[config.mk]
export PLATFORM = sky130hd
export DESIGN_NAME = tcgr_ctrl
export DESIGN_NICKNAME = d
export VERILOG_FILES = /design/src/design/tcgr_pkg.sv /design/src/design/tcgr_ctrl.sv
export SDC_FILE = /design/constraint.sdc
export NUM_CORES = 1
export LEC_CHECK = 0
export ABC_AREA = 1
export CAP_MARGIN = 25
export CELL_PAD_IN_SITES_DETAIL_PLACEMENT = 2
export CELL_PAD_IN_SITES_GLOBAL_PLACEMENT = 2
export CORE_AREA = 2 2 39 41
export DETAILED_ROUTE_END_ITERATION = 16
export DIE_AREA = 0 0 41 43
export DONT_BUFFER_PORTS = 1
export PLACE_DENSITY = 0.65
export SLEW_MARGIN = 20
export SYNTH_ARGS = -nofsm -noshare
export SYNTH_HDL_FRONTEND = slang
export SYNTH_SLANG_ARGS = --single-unit
[constraint.sdc]
create_clock -name clk -period 2.1 [get_ports clk]
set_clock_uncertainty 0.05 [all_clocks]
set_input_delay 0.315 -clock clk [delete_from_list [all_inputs] [get_ports clk]]
set_output_delay 0.315 -clock clk [all_outputs]
set_load 0.02 [all_outputs]
[src/design/tcgr_pkg.sv]
// Shared types and constants for the text console glyph renderer.
// Used by tcgr_ctrl, tcgr_dpath and text_console_glyph_renderer; depends on nothing.
`timescale 1ns / 1ps
`default_nettype none

package tcgr_pkg;

	// Item opcodes
	localparam logic CMD_LOAD  = 1'b0;
	localparam logic CMD_PRINT = 1'b1;

	// Control characters
	localparam logic [7:0] CODE_NEWLINE = 8'd10;
	localparam logic [7:0] CODE_RETURN  = 8'd13;

	// Configuration register indexes
	localparam int CFG_INDEX_W = 2;
	localparam logic [CFG_INDEX_W-1:0] CFG_LINE_PITCH = 2'd0;
	localparam logic [CFG_INDEX_W-1:0] CFG_TEXT_ROWS  = 2'd1;
	localparam logic [CFG_INDEX_W-1:0] CFG_DRAW_COLOR = 2'd2;

	// Register widths and reset values
	localparam int LINE_PITCH_W = 13;
	localparam int TEXT_ROWS_W  = 9;
	localparam int COLOR_W      = 32;
	localparam logic [LINE_PITCH_W-1:0] LINE_PITCH_RST = 13'd1024;
	localparam logic [TEXT_ROWS_W-1:0]  TEXT_ROWS_RST  = 9'd48;
	localparam logic [COLOR_W-1:0]      DRAW_COLOR_RST = 32'hFFFF_FFFF;

	// Text row limit and offset width
	localparam logic [TEXT_ROWS_W-1:0] ROWS_MAX = 9'd256;
	localparam int OFFSET_W = 24;
	localparam int CURSOR_ROW_W = 8;

	typedef struct packed {
		logic       cmd;
		logic [7:0] char_code;
		logic [3:0] glyph_row;
		logic [7:0] row_bits;
	} req_item_t;

	typedef struct packed {
		logic [OFFSET_W-1:0] pixel_offset;
		logic [7:0]          pixel_mask;
		logic [COLOR_W-1:0]  color;
		logic                last;
	} rsp_item_t;

	// Controller to datapath
	typedef struct packed {
		logic load_we;   // write one font row
		logic start;     // latch glyph code and cursor row
		logic base;      // form row-zero offset, advance cursor
		logic newline;   // move cursor down one text row
		logic cret;      // move cursor to column zero
		logic issue;     // read one glyph row into the output pipe
	} ctrl_cmd_t;

	// Datapath to controller
	typedef struct packed {
		logic can_issue; // read stage free this cycle
		logic last_row;  // row counter at final glyph row
	} dp_status_t;

endpackage

`default_nettype wire

[src/design/tcgr_ctrl.sv]
// Sequencer for the glyph renderer: decodes items and steps the datapath.
// Depends on tcgr_pkg.
`timescale 1ns / 1ps
`default_nettype none

module tcgr_ctrl (
	input  wire logic                   clk,
	input  wire logic                   arst_n,
	input  wire logic                   req_valid,
	output      logic                   req_ready,
	input  wire tcgr_pkg::req_item_t    req,
	output      tcgr_pkg::ctrl_cmd_t    cmd,
	input  wire tcgr_pkg::dp_status_t   status
);
	import tcgr_pkg::*;

	typedef enum logic [1:0] {
		ST_IDLE,
		ST_BASE,
		ST_EMIT
	} state_t;

	state_t state_q;
	logic   accept;

	assign req_ready = (state_q == ST_IDLE);
	assign accept    = req_valid && req_ready;

	always_comb begin
		cmd = '0;
		case (state_q)
			ST_IDLE: begin
				if (accept) begin
					if (req.cmd == CMD_LOAD) begin
						cmd.load_we = 1'b1;
					end else if (req.char_code == CODE_NEWLINE) begin
						cmd.newline = 1'b1;
					end else if (req.char_code == CODE_RETURN) begin
						cmd.cret = 1'b1;
					end else begin
						cmd.start = 1'b1;
					end
				end
			end
			ST_BASE: begin
				cmd.base = 1'b1;
			end
			ST_EMIT: begin
				cmd.issue = status.can_issue;
			end
			default: begin
				cmd = '0;
			end
		endcase
	end

	always_ff @(posedge clk or negedge arst_n) begin
		if (!arst_n) begin
			state_q <= ST_IDLE;
		end else begin
			case (state_q)
				ST_IDLE: begin
					if (cmd.start) begin
						state_q <= ST_BASE;
					end
				end
				ST_BASE: begin
					state_q <= ST_EMIT;
				end
				ST_EMIT: begin
					if (cmd.issue && status.last_row) begin
						state_q <= ST_IDLE;
					end
				end
				default: begin
					state_q <= ST_IDLE;
				end
			endcase
		end
	end

`ifndef ASSERT_OFF
	a_start_to_base: assert property (@(posedge clk) disable iff (!arst_n)
		cmd.start |=> (state_q == ST_BASE))
		else $error("start not followed by base step");

	a_base_to_emit: assert property (@(posedge clk) disable iff (!arst_n)
		(state_q == ST_BASE) |=> (state_q == ST_EMIT) && !req_ready)
		else $error("base step not followed by row emission");

	a_last_frees_input: assert property (@(posedge clk) disable iff (!arst_n)
		(cmd.issue && status.last_row) |=> req_ready)
		else $error("input not reopened after final glyph row");

	a_no_load_during_emit: assert property (@(posedge clk) disable iff (!arst_n)
		!(cmd.load_we && (cmd.issue || cmd.base)))
		else $error("font write overlaps a print");
`endif

endmodule

`default_nettype wire

==> results.yml <==
layout:
  drive_above_1_share: 0.1905
  diodes: 0
  instances_no_fill: 58
  final_nets: 70
  largest_register: "state_q"
  final_cell_mix: "nor2_1, inv_1, nand2_1, clkbuf_4"
  largest_register_ffs: 2
  final_common_cell: "nor2_1"
  final_area_um2: 266.5
  top_regs: "state_q (2)"
  areaGrowthSynthToFinish_pct: 24.56
floorplanning:
  die_height_um: 43
  die_w_um: 41
  dieArea_mm2: 0.001763
  rows: 14
  ios: 33
  initial_utilization: 0.1546
  core_mm2: 0.001384
routing:
  wire_per_inst_um: 8.655
  vias: 236
  post-route-drc-count: 0
  totalWireLength_um: 502
  drtIter0Drc: 0
  ant_nets: 0
  vias_per_cell: 4.069
  drt_first_pass_iters: 1
yosys:
  synth-seq-cells: 2
  synth_nets: 64
  syn_area_per_cell_um2: 5.630
  synth_top_area_cell: "dfrtp_1"
  synth-compound-area-share: 0.02339
  synth_top_family_by_area: "simple AND/OR/NAND/NOR gates"
  yosys.area_share.simple: 0.5673
  synth_cell_type_count: 12
  netlist_area_um2: 214.0
  synth_top_area_frac: 0.2339
  yosys-top-cells-area: "dfrtp_1, nor2_1, inv_1"
  muxShareOfSynthArea: 0
  synth-xor-area-share: 0
  synth_warnings: 0
  synthAdderAreaFrac: 0
  ys_seq_area_frac: 0.2339
  netlist_instances: 38
clocking:
  clock_sinks: 2
  cts_buffers: 3
  htreeDepth: 1
  root_buffer: "clkbuf_4"
  path_clk_slew_ns: 0.03
  cts_resized: 0
  cts_max_path_buffers: 2
  clk_latency_ns: 0.22
  tritoncts: "done"
pwr:
  ir_worst_vdd_mv: 0.1597
  pwr-share-seq: 0.282
  p_int_mw: 0.1318
  clockPowerShare: 0.378
  comb_power_share: 0.340
  power.leakage_nw: 0.1467
  p_sw_frac: 0.3930
  p_switching_mw: 0.08532
  p_per_area_mw_per_mm2: 814.6
sta:
  finalMaxSlewViolations: 0
  fin_crit_sh: 0.8405
  post-route-min-period_ns: 1.765
  hold_viol: 0
  worst_pin_slew_ns: 0.3874
  setup_tns_ns: 0
  rsz0062_at_grt: "no"
  slew_headroom: 0.7408
  fmax_mhz: 566.5
  setup_violations: 0
grt:
  antenna_found_initial: 0
  top_usage_layer: "met2"
  grt_pass1_wl_um: 786
  grt_overflow: 0
  grt_max_degree: 6
  met1_usage: 0.06109
  grt_usage: 0.06727
  grtUsageMet2: 0.1094
  met3_usage: 0.02094
  grt_pass1_vias: 235
critical_path:
  required_ns: 1.74
  critPathTopFamily: "simple AND/OR/NAND/NOR gates"
  start_kind: "register"
  worstSetupPathType: "reg2out"
  crit_chain: "nor2_4 > nand3_2 > clkinv_1 > nand2_2 > nor2_1"
  cp_max_fo: 5
  cp.arrival_ns: 1.40
  cp-end-kind: "output pin"
  critPathBufInv: 1
  cp_slowest_cell: "dfrtp_1"
  max_stage_delay_ns: 0.42
min_path:
  hold_class: "in2reg"
place:
  place_inst: 54
  place_congestion: 0.5334
  port_buffers: 0
  dpl.hpwl_um: 467.1
  placed_area_um2: 234.0
run_status:
  outcome: "completed"
flow_run:
  drv_cap: 0
-- worst min-delay path: stages --
cell and delay, ns:
nand2_1 0.03, nand3_1 0.06, o21ai_0 0.09
-- power by group through the flow --
stage	clock network, mW	logic (mW)	registers (mW)
floorplan	0	0.0643	0.0598
global placement	0	0.0726	0.0614
detailed placement	0	0.0743	0.0622
CTS	0.0883	0.0766	0.0618
global route	0.0922	0.0821	0.0639
finish	0.0820	0.0738	0.0613
-- per-stage QoR --
step	hold WS (ns)	total power, mW	setup WS [ns]	utilization
2_1_floorplan	-0.03059	0.1240	0.6553	-
3_3_place_gp	-0.03052	0.1339	0.5529	0.1691
3_5_place_dp	-0.03053	0.1366	0.5335	0.1691
4_1_cts	0.2669	0.2268	0.2913	0.1926
5_1_grt	0.2692	0.2382	0.2270	0.1926
6_report	0.2710	0.2171	0.3349	0.1926
-- final timing paths --
path,from,endpoint,cells after the start,slack [ns]
worst min register to register,state_q[1]$_DFFE_PN0P_,state_q[1]$_DFFE_PN0P_,1,0.56
worst max register to register,state_q[1]$_DFFE_PN0P_,state_q[0]$_DFFE_PN0P_,5,1.02
min in group asynchronous,arst_n,state_q[0]$_DFFE_PN0P_,1,0.28
max in group asynchronous,arst_n,state_q[1]$_DFFE_PN0P_,1,1.60
worst min-delay path,status[1],state_q[1]$_DFFE_PN0P_,3,0.27
worst max-delay path,state_q[1]$_DFFE_PN0P_,cmd[1],5,0.33
-- Yosys cell counts, drive strengths merged --
| cell type | n |
|---|---|
| dfrtp | 2 |
| o21ai | 1 |
| clkinv | 1 |
| nand4 | 1 |
| inv | 9 |
| nand3 | 3 |
| nand2 | 9 |
| nor2 | 11 |
| and3 | 1 |
-- logic make-up after synthesis --
logic type             after synthesis
buffers and inverters               10
AOI/OAI and AO/OA                    1
and+or+nand+nor                     25
DFF                                  2
-- routing by layer --
layer,wire length (µm),part of all wire
met2,255,0.51
met1,185,0.37
met3,61,0.12
met4,0,0
met5,0,0
-- timing repair --
action,4_1_cts,5_1_grt
hold buffers,1,0
setup buffers,0,0
endpoints found under the hold margin,2,0
endpoints found under the setup margin,0,0
-- layout make-up --
type                            count  area [µm²]
Inverter                           10       37.54
Fill cell                         176        1117
Multi-Input combinational cell     26       126.4
Sequential cell                     2       50.05
Tap cell                           16       20.02
Timing Repair Buffer                1       10.01
Clock buffer                        3       22.52
(Power assumes the default switching activity.)
